$ cat src/rtl/rbia_pkg.sv
// ----------------------------------------------------------------------------
// rbia_pkg
// Shared types and constants for the indexed ring buffer: field widths,
// request and status codes, controller states and the cell control bundle.
// ----------------------------------------------------------------------------
`default_nettype none

package rbia_pkg;

    localparam int DEPTH      = 256;
    localparam int ELEM_WIDTH = 8;

    localparam int IDX_W = (DEPTH > 1) ? $clog2(DEPTH) : 1;
    localparam int CNT_W = $clog2(DEPTH + 1);

    localparam int REQ_W  = 3;
    localparam int POS_W  = 8;
    localparam int LEN_W  = 9;
    localparam int DATA_W = 8;
    localparam int FILL_W = 9;
    localparam int CAP_W  = 9;

    localparam int GRP  = 16;
    localparam int NGRP = (DEPTH + GRP - 1) / GRP;

    localparam logic [CAP_W-1:0] CAP_RESET = 9'd256;

    typedef enum logic [REQ_W-1:0] {
        REQ_PUSH   = 3'd0,
        REQ_POP    = 3'd1,
        REQ_GET    = 3'd2,
        REQ_SET    = 3'd3,
        REQ_REMOVE = 3'd4,
        REQ_CLEAR  = 3'd5
    } rbia_req_code_t;

    typedef enum logic [1:0] {
        ST_OK    = 2'd0,
        ST_FULL  = 2'd1,
        ST_EMPTY = 2'd2,
        ST_RANGE = 2'd3
    } rbia_status_t;

    typedef enum logic [1:0] {
        S_IDLE,
        S_EXEC,
        S_READ,
        S_SHIFT
    } rbia_state_t;

    typedef struct packed {
        logic [REQ_W-1:0]  req_type;
        logic [POS_W-1:0]  position;
        logic [LEN_W-1:0]  run_length;
        logic [DATA_W-1:0] wr_data;
    } rbia_req_t;

    typedef struct packed {
        rbia_status_t      status;
        logic [DATA_W-1:0] rd_data;
        logic [FILL_W-1:0] fill_level;
    } rbia_rsp_t;

    typedef struct packed {
        logic                  shift;
        logic [IDX_W-1:0]      base;
        logic                  wr;
        logic [IDX_W-1:0]      waddr;
        logic [ELEM_WIDTH-1:0] wdata;
        logic [IDX_W-1:0]      raddr;
    } rbia_cell_ctrl_t;

endpackage

`default_nettype wire

$ cat src/rtl/rbia_cell.sv
// ----------------------------------------------------------------------------
// rbia_cell
// One element of the queue, kept in logical order. Takes its upper
// neighbour's value on a shift at or above the base, or the broadcast write
// data when addressed; drives its value onto the read tree when addressed.
// ----------------------------------------------------------------------------
`default_nettype none

module rbia_cell
    import rbia_pkg::*;
(
    input  wire logic                  clk,
    input  wire logic [IDX_W-1:0]      cell_idx,
    input  wire rbia_cell_ctrl_t       ctrl,
    input  wire logic [ELEM_WIDTH-1:0] nbr_value,
    output logic      [ELEM_WIDTH-1:0] value,
    output logic      [ELEM_WIDTH-1:0] leaf
);

    logic [ELEM_WIDTH-1:0] value_reg;
    logic [ELEM_WIDTH-1:0] value_next;

    always_comb
    begin
        value_next = value_reg;
        if (ctrl.shift && (cell_idx >= ctrl.base))
        begin
            value_next = nbr_value;
        end
        else if (ctrl.wr && (cell_idx == ctrl.waddr))
        begin
            value_next = ctrl.wdata;
        end
    end

    always_ff @(posedge clk)
    begin
        value_reg <= value_next;
    end

    assign value = value_reg;
    assign leaf  = (cell_idx == ctrl.raddr) ? value_reg : '0;

endmodule

`default_nettype wire

$ cat src/rtl/rbia_rdtree.sv
// ----------------------------------------------------------------------------
// rbia_rdtree
// Two-level OR tree that collects the one addressed cell value. Group
// results are registered; the final OR over the groups is combinational.
// ----------------------------------------------------------------------------
`default_nettype none

module rbia_rdtree
    import rbia_pkg::*;
(
    input  wire logic                  clk,
    input  wire logic                  load,
    input  wire logic [ELEM_WIDTH-1:0] leaf [DEPTH],
    output logic      [ELEM_WIDTH-1:0] result
);

    logic [ELEM_WIDTH-1:0] part     [NGRP][GRP];
    logic [ELEM_WIDTH-1:0] grp_next [NGRP];
    logic [ELEM_WIDTH-1:0] grp_reg  [NGRP];

    for (genvar g = 0; g < NGRP; g++)
    begin : g_grp
        for (genvar j = 0; j < GRP; j++)
        begin : g_leaf
            if ((g * GRP + j) < DEPTH)
            begin : g_used
                assign part[g][j] = leaf[g * GRP + j];
            end
            else
            begin : g_pad
                assign part[g][j] = '0;
            end
        end

        always_comb
        begin
            grp_next[g] = '0;
            for (int j = 0; j < GRP; j++)
            begin
                grp_next[g] = grp_next[g] | part[g][j];
            end
        end

        always_ff @(posedge clk)
        begin
            if (load)
            begin
                grp_reg[g] <= grp_next[g];
            end
        end
    end

    always_comb
    begin
        result = '0;
        for (int g = 0; g < NGRP; g++)
        begin
            result = result | grp_reg[g];
        end
    end

endmodule

`default_nettype wire

$ cat src/rtl/ring_buffer_with_indexed_access.sv
// ----------------------------------------------------------------------------
// ring_buffer_with_indexed_access
// Queue of fixed-width elements with push, pop, indexed get and set, run
// removal and clear. Elements sit in a row of cells in logical order.
// ----------------------------------------------------------------------------
//  channel   handshake                          payload
//  request   start, busy                        req  (rbia_req_t)
//  result    done (one-cycle strobe)            rsp  (rbia_rsp_t)
//  config    psel, penable, pwrite, pready      paddr, pwdata, prdata
//
//  Push, pop, set, clear, remove at the tail and refused beats complete in
//  the execute state. Get adds a read state for the registered group stage
//  of the read tree. Remove at the front or middle adds a shift state, the
//  cell row shifting one place per cycle until run_length places are gone.
//  Reset empties the queue and sets capacity to 256; no clearing pass.
//  Results cannot be held off; done marks each for one cycle.
// ----------------------------------------------------------------------------
`default_nettype none

module ring_buffer_with_indexed_access
    import rbia_pkg::*;
(
    input  wire logic        clk,
    input  wire logic        rst_n,
    input  wire logic        psel,
    input  wire logic        penable,
    input  wire logic        pwrite,
    input  wire logic [2:0]  paddr,
    input  wire logic [31:0] pwdata,
    output logic      [31:0] prdata,
    output logic             pready,
    input  wire logic        start,
    output logic             busy,
    input  wire rbia_req_t   req,
    output logic             done,
    output rbia_rsp_t        rsp
);

    rbia_state_t      state_reg;
    rbia_state_t      state_next;
    rbia_req_t        req_reg;
    rbia_req_t        req_next;
    logic [CNT_W-1:0] count_reg;
    logic [CNT_W-1:0] count_next;
    logic [CAP_W-1:0] cap_reg;
    logic [CAP_W-1:0] cap_next;
    logic [LEN_W-1:0] shift_cnt_reg;
    logic [LEN_W-1:0] shift_cnt_next;
    logic             done_reg;
    logic             done_next;
    rbia_rsp_t        rsp_reg;
    rbia_rsp_t        rsp_next;

    rbia_cell_ctrl_t       ctrl;
    logic                  tree_load;
    logic [ELEM_WIDTH-1:0] tree_data;
    logic [ELEM_WIDTH-1:0] cell_value [DEPTH];
    logic [ELEM_WIDTH-1:0] cell_leaf  [DEPTH];

    logic             accept;
    logic             cfg_we;
    logic [CNT_W-1:0] cap_eff;
    logic [31:0]      pos_w;
    logic [31:0]      len_w;
    logic [31:0]      cnt_w;
    logic [31:0]      end_w;
    logic             is_full;
    logic             is_empty;
    logic             out_range;
    logic             rm_bad;
    logic             rm_tail;
    logic             rm_zero;
    logic             get_ok;
    logic             shift_go;

    assign accept = start && !busy;
    assign cfg_we = psel && penable && pwrite && pready && !paddr[2];
    assign pready = 1'b1;
    assign prdata = paddr[2] ? 32'd0 : 32'(cap_reg);
    assign busy   = (state_reg != S_IDLE);
    assign done   = done_reg;
    assign rsp    = rsp_reg;

    always_comb
    begin
        if (cap_reg == '0)
        begin
            cap_eff = CNT_W'(1);
        end
        else if (32'(cap_reg) > DEPTH)
        begin
            cap_eff = CNT_W'(DEPTH);
        end
        else
        begin
            cap_eff = CNT_W'(cap_reg);
        end
    end

    assign pos_w     = 32'(req_reg.position);
    assign len_w     = 32'(req_reg.run_length);
    assign cnt_w     = 32'(count_reg);
    assign end_w     = pos_w + len_w;
    assign is_full   = cnt_w >= 32'(cap_eff);
    assign is_empty  = (count_reg == '0);
    assign out_range = pos_w >= cnt_w;
    assign rm_bad    = end_w > cnt_w;
    assign rm_tail   = end_w == cnt_w;
    assign rm_zero   = (req_reg.run_length == '0);
    assign get_ok    = (req_reg.req_type == REQ_GET) && !out_range;
    assign shift_go  = (req_reg.req_type == REQ_REMOVE) && !rm_bad && !rm_zero
                       && !rm_tail;

    // next state
    always_comb
    begin
        state_next = state_reg;
        case (state_reg)
            S_IDLE:
            begin
                if (accept)
                begin
                    state_next = S_EXEC;
                end
            end
            S_EXEC:
            begin
                if (get_ok)
                begin
                    state_next = S_READ;
                end
                else if (shift_go)
                begin
                    state_next = S_SHIFT;
                end
                else
                begin
                    state_next = S_IDLE;
                end
            end
            S_READ:
            begin
                state_next = S_IDLE;
            end
            S_SHIFT:
            begin
                if (shift_cnt_reg == LEN_W'(1))
                begin
                    state_next = S_IDLE;
                end
            end
            default:
            begin
                state_next = S_IDLE;
            end
        endcase
    end

    // datapath control and result
    always_comb
    begin
        req_next       = req_reg;
        count_next     = count_reg;
        cap_next       = cap_reg;
        shift_cnt_next = shift_cnt_reg;
        done_next      = 1'b0;
        rsp_next       = rsp_reg;
        tree_load      = 1'b0;
        ctrl.shift     = 1'b0;
        ctrl.base      = IDX_W'(req_reg.position);
        ctrl.wr        = 1'b0;
        ctrl.waddr     = IDX_W'(req_reg.position);
        ctrl.wdata     = ELEM_WIDTH'(req_reg.wr_data);
        ctrl.raddr     = IDX_W'(req_reg.position);

        if (accept)
        begin
            req_next = req;
        end
        if (cfg_we)
        begin
            cap_next   = pwdata[CAP_W-1:0];
            count_next = '0;
        end

        case (state_reg)
            S_IDLE:
            begin
            end
            S_EXEC:
            begin
                tree_load           = 1'b1;
                rsp_next.status     = ST_OK;
                rsp_next.rd_data    = '0;
                case (req_reg.req_type)
                    REQ_PUSH:
                    begin
                        if (is_full)
                        begin
                            rsp_next.status = ST_FULL;
                        end
                        else
                        begin
                            ctrl.wr    = 1'b1;
                            ctrl.waddr = IDX_W'(count_reg);
                            count_next = count_reg + CNT_W'(1);
                        end
                    end
                    REQ_POP:
                    begin
                        if (is_empty)
                        begin
                            rsp_next.status = ST_EMPTY;
                        end
                        else
                        begin
                            rsp_next.rd_data = DATA_W'(cell_value[0]);
                            ctrl.shift       = 1'b1;
                            ctrl.base        = '0;
                            count_next       = count_reg - CNT_W'(1);
                        end
                    end
                    REQ_GET:
                    begin
                        if (out_range)
                        begin
                            rsp_next.status = ST_RANGE;
                        end
                    end
                    REQ_SET:
                    begin
                        if (out_range)
                        begin
                            rsp_next.status = ST_RANGE;
                        end
                        else
                        begin
                            ctrl.wr = 1'b1;
                        end
                    end
                    REQ_REMOVE:
                    begin
                        if (rm_bad)
                        begin
                            rsp_next.status = ST_EMPTY;
                        end
                        else
                        begin
                            count_next     = count_reg - CNT_W'(req_reg.run_length);
                            shift_cnt_next = req_reg.run_length;
                        end
                    end
                    REQ_CLEAR:
                    begin
                        count_next = '0;
                    end
                    default:
                    begin
                        rsp_next.status = ST_RANGE;
                    end
                endcase
                rsp_next.fill_level = FILL_W'(count_next);
                done_next           = !get_ok && !shift_go;
            end
            S_READ:
            begin
                rsp_next.status     = ST_OK;
                rsp_next.rd_data    = DATA_W'(tree_data);
                rsp_next.fill_level = FILL_W'(count_reg);
                done_next           = 1'b1;
            end
            S_SHIFT:
            begin
                ctrl.shift     = 1'b1;
                shift_cnt_next = shift_cnt_reg - LEN_W'(1);
                if (shift_cnt_reg == LEN_W'(1))
                begin
                    rsp_next.status     = ST_OK;
                    rsp_next.rd_data    = '0;
                    rsp_next.fill_level = FILL_W'(count_reg);
                    done_next           = 1'b1;
                end
            end
            default:
            begin
            end
        endcase
    end

    always_ff @(posedge clk or negedge rst_n)
    begin
        if (!rst_n)
        begin
            state_reg     <= S_IDLE;
            count_reg     <= '0;
            cap_reg       <= CAP_RESET;
            shift_cnt_reg <= '0;
            done_reg      <= 1'b0;
        end
        else
        begin
            state_reg     <= state_next;
            count_reg     <= count_next;
            cap_reg       <= cap_next;
            shift_cnt_reg <= shift_cnt_next;
            done_reg      <= done_next;
        end
    end

    always_ff @(posedge clk)
    begin
        req_reg <= req_next;
        rsp_reg <= rsp_next;
    end

    for (genvar k = 0; k < DEPTH; k++)
    begin : g_cell
        logic [ELEM_WIDTH-1:0] nbr;

        if (k == DEPTH - 1)
        begin : g_last
            assign nbr = '0;
        end
        else
        begin : g_mid
            assign nbr = cell_value[k + 1];
        end

        rbia_cell u_cell (
            .clk       (clk),
            .cell_idx  (IDX_W'(k)),
            .ctrl      (ctrl),
            .nbr_value (nbr),
            .value     (cell_value[k]),
            .leaf      (cell_leaf[k])
        );
    end

    rbia_rdtree u_rdtree (
        .clk    (clk),
        .load   (tree_load),
        .leaf   (cell_leaf),
        .result (tree_data)
    );

endmodule

`default_nettype wire

$ cat config.mk
export PLATFORM = sky130hd
export DESIGN_NAME = ring_buffer_with_indexed_access
export DESIGN_NICKNAME = d
export VERILOG_FILES = /design/src/rtl/rbia_pkg.sv /design/src/rtl/rbia_cell.sv /design/src/rtl/rbia_rdtree.sv /design/src/rtl/ring_buffer_with_indexed_access.sv
export SDC_FILE = /design/constraint.sdc
export NUM_CORES = 2
export LEC_CHECK = 0
export BUFFER_PORTS_ARGS = -buffer_cell sky130_fd_sc_hd__buf_4
export CORE_AREA = 2 2 478 480
export DETAILED_ROUTE_END_ITERATION = 6
export DIE_AREA = 0 0 480 482
export PLACE_DENSITY = 0.65
export REMOVE_ABC_BUFFERS = 1
export SYNTH_ARGS = -nofsm -noshare
export SYNTH_HDL_FRONTEND = slang
export SYNTH_SLANG_ARGS = --single-unit
$ cat constraint.sdc
create_clock -name clk -period 6.4 [get_ports clk]
set_input_delay 0.64 -clock clk [delete_from_list [all_inputs] [get_ports clk]]
set_output_delay 0.64 -clock clk [all_outputs]
set_load 0.03 [all_outputs]
# ---- After elaboration in Yosys (flattened, before gate mapping)
# Memory sizes are Yosys's and may differ from the RTL's.
# Index checks and enable logic that the tools add are counted.
dict set report word_totals {
  output_inout_bits 54
  inputBits 69
  mem_count 1
  word_cells 2916
  ram_bits 128
  rom_bits 0
  latch_bits 0
  regBits 2125
}
# name words word_bits read_ports rd_ports_with_merged_regs wr line
set memory_table {}
lappend memory_table {u_rdtree.grp_reg 16 8 16 0 16 rbia_rdtree.sv:19} ;# logic [ELEM_WIDTH-1:0] grp_reg [NGRP];
dict set report op_classes {
  mul 0
  order_cmp 260
  bitwise_logic 255
  n_eq_ne 524
  mux 805
  div_mod_pow 0
  n_addsub 5
  n_reduce_logical 798
  shifts 0
}
# cell n
set op_table {}
lappend op_table {{2-to-1 mux 8 bit} 769}
lappend op_table {{== test 8 bit, first input constant} 256}
lappend op_table {{OR 8 bit} 255}
lappend op_table {{== test 7 x 8 -> 1 bit, first input constant} 128}
lappend op_table {{>= comparator 8 bit, first input constant} 128}
lappend op_table {{logical AND 1 bit} 521}
lappend op_table {{nonzero test 2 bit} 257}
lappend op_table {{== test 6 x 8 -> 1 bit, first input constant} 64}
lappend op_table {{>= comparator 7 x 8 -> 1 bit, first input constant} 64}
lappend op_table {{== test 5 x 8 -> 1 bit, first input constant} 32}
lappend op_table {{>= comparator 6 x 8 -> 1 bit, first input constant} 32}
lappend op_table {{== test 4 x 8 -> 1 bit, first input constant} 16}
lappend op_table {{>= comparator 5 x 8 -> 1 bit, first input constant} 16}
lappend op_table {{2-to-1 mux 9 bit} 13}
lappend op_table {{== test 3 x 8 -> 1 bit, first input constant} 8}
lappend op_table {{>= comparator 4 x 8 -> 1 bit, first input constant} 8}
lappend op_table {{one-hot mux 19 bit (3 select lines)} 1}
lappend op_table {{one-hot mux 9 bit (4 select lines)} 1}
lappend op_table {{== test 2 x 8 -> 1 bit, first input constant} 4}
lappend op_table {{>= comparator 3 x 8 -> 1 bit, first input constant} 4}
lappend op_table {{zero test 9 bit} 3}
lappend op_table {{2-to-1 mux 19 bit} 1}
lappend op_table {{one-hot mux 9 bit (2 select lines)} 1}
lappend op_table {{subtractor 9 x 1 -> 9 bit, second input constant} 2}
lappend op_table {{other kinds (33)} 63}

# ---- Logic depth before layout (Yosys ltp)
dict set report logic_depth {
  depth_word 17
  depth_mapped 17
  ltp_nobuf 16
}

# ---- Modules after synthesis
# A second synthesis with hierarchy kept.
dict set report hier_totals {
  hier_cells 19554
  hier_area_um2 210740.9
}
# mod seq_area_each_um2 area_each_um2 n_inst cells_each
set by_module_without_submodules {}
lappend by_module_without_submodules {rbia_cell 240.2 770.7 256 71}
lappend by_module_without_submodules {rbia_rdtree 3843.7 8097.8 1 808}
lappend by_module_without_submodules {ring_buffer_with_indexed_access 2163.3 5333.9 1 570}

# ---- Worst setup path before layout
# No wires, ideal clock.
dict set report synth_path {
  path_type {reg-to-reg}
  startpoint {reg state_reg[1]}
  endpoint {reg g_cell[240].u_cell.value_reg[0] (enable)}
  synth_period_minus_slack_ns 5.468
  t_arrival_ns 5.084
  path_buffers 4
  setup_slack_ns 0.932
  required_time_ns 6.016
  path_stages_with_launch 10
  setup_ns 0.384
  path_cell_list {dfrtp_1 > buf_2 > nand2b_1 > clkbuf_1 > inv_1 > a41o_1 > buf_2 > o21ai_1 > buf_2 > o21ai_0}
}
dict set report synth_via {
  elab_chain_cells 5
  word_cells_on_any_way 9
  classes_between {order compare: 1; eq/ne: 3; mux: 2; reduce/logical: 3}
}
# item line
set synth_lines {}
lappend synth_lines {{start: declaration} ring_buffer_with_indexed_access.sv:39} ;# rbia_state_t state_reg;
lappend synth_lines {{start signal: assignment} ring_buffer_with_indexed_access.sv:302} ;# state_reg <= state_next;
lappend synth_lines {{== test 2 x 1 -> 1 bit} ring_buffer_with_indexed_access.sv:186} ;# case (state_reg)
lappend synth_lines {{2-to-1 mux 17 bit} ring_buffer_with_indexed_access.sv:186}
lappend synth_lines {{>= comparator 8 bit / == test 8 bit (equally long branches)} {rbia_cell.sv:26, rbia_cell.sv:30}}
lappend synth_lines {{logical AND 1 bit, on equally long branches} {rbia_cell.sv:26, rbia_cell.sv:30}}
lappend synth_lines {{nonzero test 2 bit (no source line) (*)} -}
lappend synth_lines {{end signal: assignment} rbia_cell.sv:38} ;# value_reg <= value_next;
lappend synth_lines {{end: declaration} rbia_cell.sv:20} ;# logic [ELEM_WIDTH-1:0] value_reg;
# Mark *: on every way between the ends. The rest lies on a longest branch, timed or not.
# A chain may end at the register's enable or synchronous reset.

# ---- Worst setup path in the final report
dict set report layout_path {
  startpoint {reg count_reg[0]}
  endpoint {reg g_cell[190].u_cell.value_reg[3] (enable)}
}
dict set report layout_via {
  elab_chain_cells 7
  word_cells_on_any_way 16
  classes_between {order compare: 3; eq/ne: 1; mux: 8; reduce/logical: 4}
}
# item line
set layout_lines {}
lappend layout_lines {{start: declaration} ring_buffer_with_indexed_access.sv:43} ;# logic [CNT_W-1:0] count_reg;
lappend layout_lines {{start signal: assignment} ring_buffer_with_indexed_access.sv:303} ;# count_reg <= count_next;
lappend layout_lines {{>= comparator 9 bit / zero test 9 bit (equally long branches)} {ring_buffer_with_indexed_access.sv:104, ring_buffer_with_indexed_access.sv:105}}
lappend layout_lines {{2-to-1 mux 9 bit, on equally long branches} {ring_buffer_with_indexed_access.sv:198, ring_buffer_with_indexed_access.sv:211}}
lappend layout_lines {{2-to-1 mux 8 bit / 2-to-1 mux 9 bit (equally long branches)} ring_buffer_with_indexed_access.sv:195} ;# case (req_reg.req_type)
lappend layout_lines {{2-to-1 mux 17 bit} ring_buffer_with_indexed_access.sv:186}
lappend layout_lines {{== test 8 bit / >= comparator 8 bit (equally long branches)} {rbia_cell.sv:30, rbia_cell.sv:26}}
lappend layout_lines {{logical AND 1 bit, on equally long branches} {rbia_cell.sv:30, rbia_cell.sv:26}}
lappend layout_lines {{nonzero test 2 bit (no source line) (*)} -}
lappend layout_lines {{end signal: assignment} rbia_cell.sv:38}
lappend layout_lines {{end: declaration} rbia_cell.sv:20}
# Marks and branches as above.

==> results.yml <==
run_status:
  status: "finished, violations left"
  violations: "max-capacitance violations, max-slew violations"
clocking:
  cts_tree: "yes"
  cts_buffers: 238
  root_buffer: "clkbuf_16"
  cts_num_sinks: 2253
  h-tree-depth: 4
  post_cts_buffers: 0
  cts.clk_slew.worst_paths_ns: 0.06
  max-clock-path-buffers: 3
  ctsResizeCount: 0
  clk_latency_ns: 0.94
timing:
  hold_viol: 0
  max_clock_freq_mhz: 177.3
  tns_ns: 0
  fin_skew_ns: 0.05533
  fin_crit_sh_pct: 88.13
  tightest_slew_ns: 1.508
  rsz0062_at_grt: "no"
  period_needed_ns: 5.641
  drv_slew: 4
  maxSlewHeadroom_pct: -0.8490
  finalSetupViolCount: 0
route:
  drcViolationCount: 0
  num_vias: 80109
  viasPerCell: 7.211
  drtIter0Drc: 12463
  first_pass_iters: 6
  wl_um: 462000
  ant_nets: 0
  wire_per_inst_um: 41.58
placed_design:
  gp_congestion: 1.061
  io_buffers: 73
  placedInstanceArea_um2: 117500
  hpwl_um: 324000
  placed_cells: 10590
synthesis:
  ys_seq_elements: 2253
  ys_types: 94
  ys.flop_type: "edfxtp_1"
  syn_avg_cell_area_um2: 14.72
  ys_seq_area_share_pct: 59.92
  synth-edff-count: 2215
  ys_warn_count: 0
  syn_inst: 7646
  synth_area_um2: 112500
  synthArstFlopShare_pct: 1.332
floorplan:
  die_h_um: 482
  start_util_pct: 49.70
  core-area_um2: 226400
  ioPinCount: 123
  die_area_um2: 231400
  core.rowCount: 175
  die_w_um: 480
setup_path:
  path_delay_family: "compound AO/OA/AOI/OAI gates"
  crit_type: "reg2reg"
  critPathBufInv: 2
  crit_slowest_cell: "nand2b_2"
  crit_fanout: 24
  cpMostUsedCell: "o21ai_0"
  worst_ep_arrival_time_ns: 6.12
  cp_cell_sequence: "inv_1, ha_1, nor3b_1, o21ai_0, a211oi_4, buf_4, nor2_1, a21oi_1, nand2b_2, o21ai_0"
  worst_setup_path_start_kind: "flop"
  max_stage_delay_ns: 1.01
  critPathRequiredTime_ns: 6.88
  cp-end-kind: "flop"
layout:
  final_cells: 11110
  final_cell_area_um2: 125800
  fill_cells: 18315
  drive_above_1_share_pct: 37.66
  fin_nets: 7978
  layout_common_cells: "edfxtp_1, mux2_2, a22o_1"
  final_common_cell: "edfxtp_1"
  synthToLayoutAreaGrowth_pct: 11.83
  largest_register_ffs: 2048
power_and_ir_drop:
  swShare_pct: 32.55
  pwr-share-clk_pct: 30.1
  powerDensity_nw_per_um2: 375.9
  p_leak_nw: 40.62
  sequentialPowerShare_pct: 44.2
  net-switching-power_mw: 15.40
  power_frac_comb_pct: 25.7
  internal_power_mw: 31.91
  ir_drop_uv: 291.5
job:
  maxCapViolations: 2
hold_path:
  hp-class: "in2async"
global_route:
  grt_overflow: 0
  grt_max_degree: 147
  antenna_found_initial: 34
  grt_pass1_wl_um: 629500
  grt_pass1_vias: 76069
  grt_util_all_layers_pct: 38.95
-- power by group through the flow --
| stage | Sequential [mW] | Clock (mW) | Combinational (mW) |
|---|---|---|---|
| global placement | 21.1 | 0 | 11.5 |
| global route | 20.9 | 14.8 | 12.6 |
| CTS | 20.8 | 14.3 | 11.8 |
| detailed placement | 21.1 | 0 | 11.7 |
| finish | 20.9 | 14.3 | 12.1 |
| floorplan | 20.8 | 0 | 7.45 |
-- cell families after synthesis --
group / share of synthesized area [%]
DFF: 59.92
AOI/OAI and AO/OA: 12.79
other: 0.006674
buffers and inverters: 1.961
and+or+nand+nor: 4.778
muxes: 19.86
adders and majority gates: 0.5471
xor gates and xnor gates: 0.1323
-- per-layer routing --
metal	share of wire, %	vias to the layer above	GRT usage (%)
li1	-	31676	-
met3	12	1324	11.57
met1	38	41221	51.13
met2	43	5860	57.15
met4	7.0	28	23.36
met5	0.041	-	0
-- repair_timing --
| action | CTS | global route |
|---|---|---|
| hold buffers | 38 | 0 |
| endpoints found under the setup margin | 0 | 0 |
| endpoints found under the hold margin | 67 | 0 |
-- worst paths after layout --
path	to	slack, ns	start	depth (start not counted)
max in group asynchronous	cap_reg[8]	5.87	rst_n	2
min	cap_reg[4]	0.19	rst_n	2
max	g_cell[190].u_cell.value[3]	0.76	count_reg[0]	10
min in group clk	ctrl[4]	0.44	start	3
min reg2reg	shift_cnt_reg[7]	0.51	shift_cnt_reg[7]	1
max reg2reg	g_cell[190].u_cell.value[3]	0.76	count_reg[0]	10
-- synth_stat cells, drive strengths merged, types with 46 or more instances --
cell,n,area share [%]
a21oi,126,0.87
o21bai,115,0.77
a22o,517,4.0
nand4,134,0.74
edfxtp,2215,59
o22ai,54,0.31
o21ai,291,1.9
ha,46,0.51
a221oi,516,4.0
nor2,425,1.6
buf,149,0.83
mux2,1985,20
nand2,370,1.3
clkbuf,305,1.0
-- metrics by stage --
step / power (mW) / util [%] / setup WS [ns] / hold slack (ns)
after global routing: 48.36 / 55.55 / 0.7457 / 0.2211
after detailed placement: 32.78 / 51.90 / 1.054 / 0.4979
final: 47.30 / 55.58 / 0.7594 / 0.1930
after floorplan: 28.22 / - / -0.3768 / 0.3444
after CTS: 46.85 / 55.54 / 1.044 / 0.1768
after global placement: 32.55 / 51.90 / 1.002 / 0.4911
-- cell type report --
| type | count | area, um^2 | area share, % |
|---|---|---|---|
| diodes | 34 | 85.08 | 0.06761 |
| repair buffers | 407 | 3388 | 2.693 |
| multi-input cells | 4928 | 43200 | 34.33 |
| clock buffers | 292 | 6284 | 4.993 |
| clock inverters | 154 | 1563 | 1.242 |
| inverters | 33 | 128.9 | 0.1024 |
| flip-flops and latches | 2253 | 67430 | 53.58 |
| well taps | 3009 | 3765 | 2.992 |
-- worst register-to-register path: stages, from the launching register on --
cell	delay (ns)
dfrtp_1	0.68
inv_1	0.31
ha_1	0.36
nor3b_1	0.21
o21ai_0	0.25
a211oi_4	0.56
buf_4	0.36
nor2_1	0.06
a21oi_1	0.56
nand2b_2	1.01
o21ai_0	0.83
No activity file was read; power rests on OpenSTA's default activity.
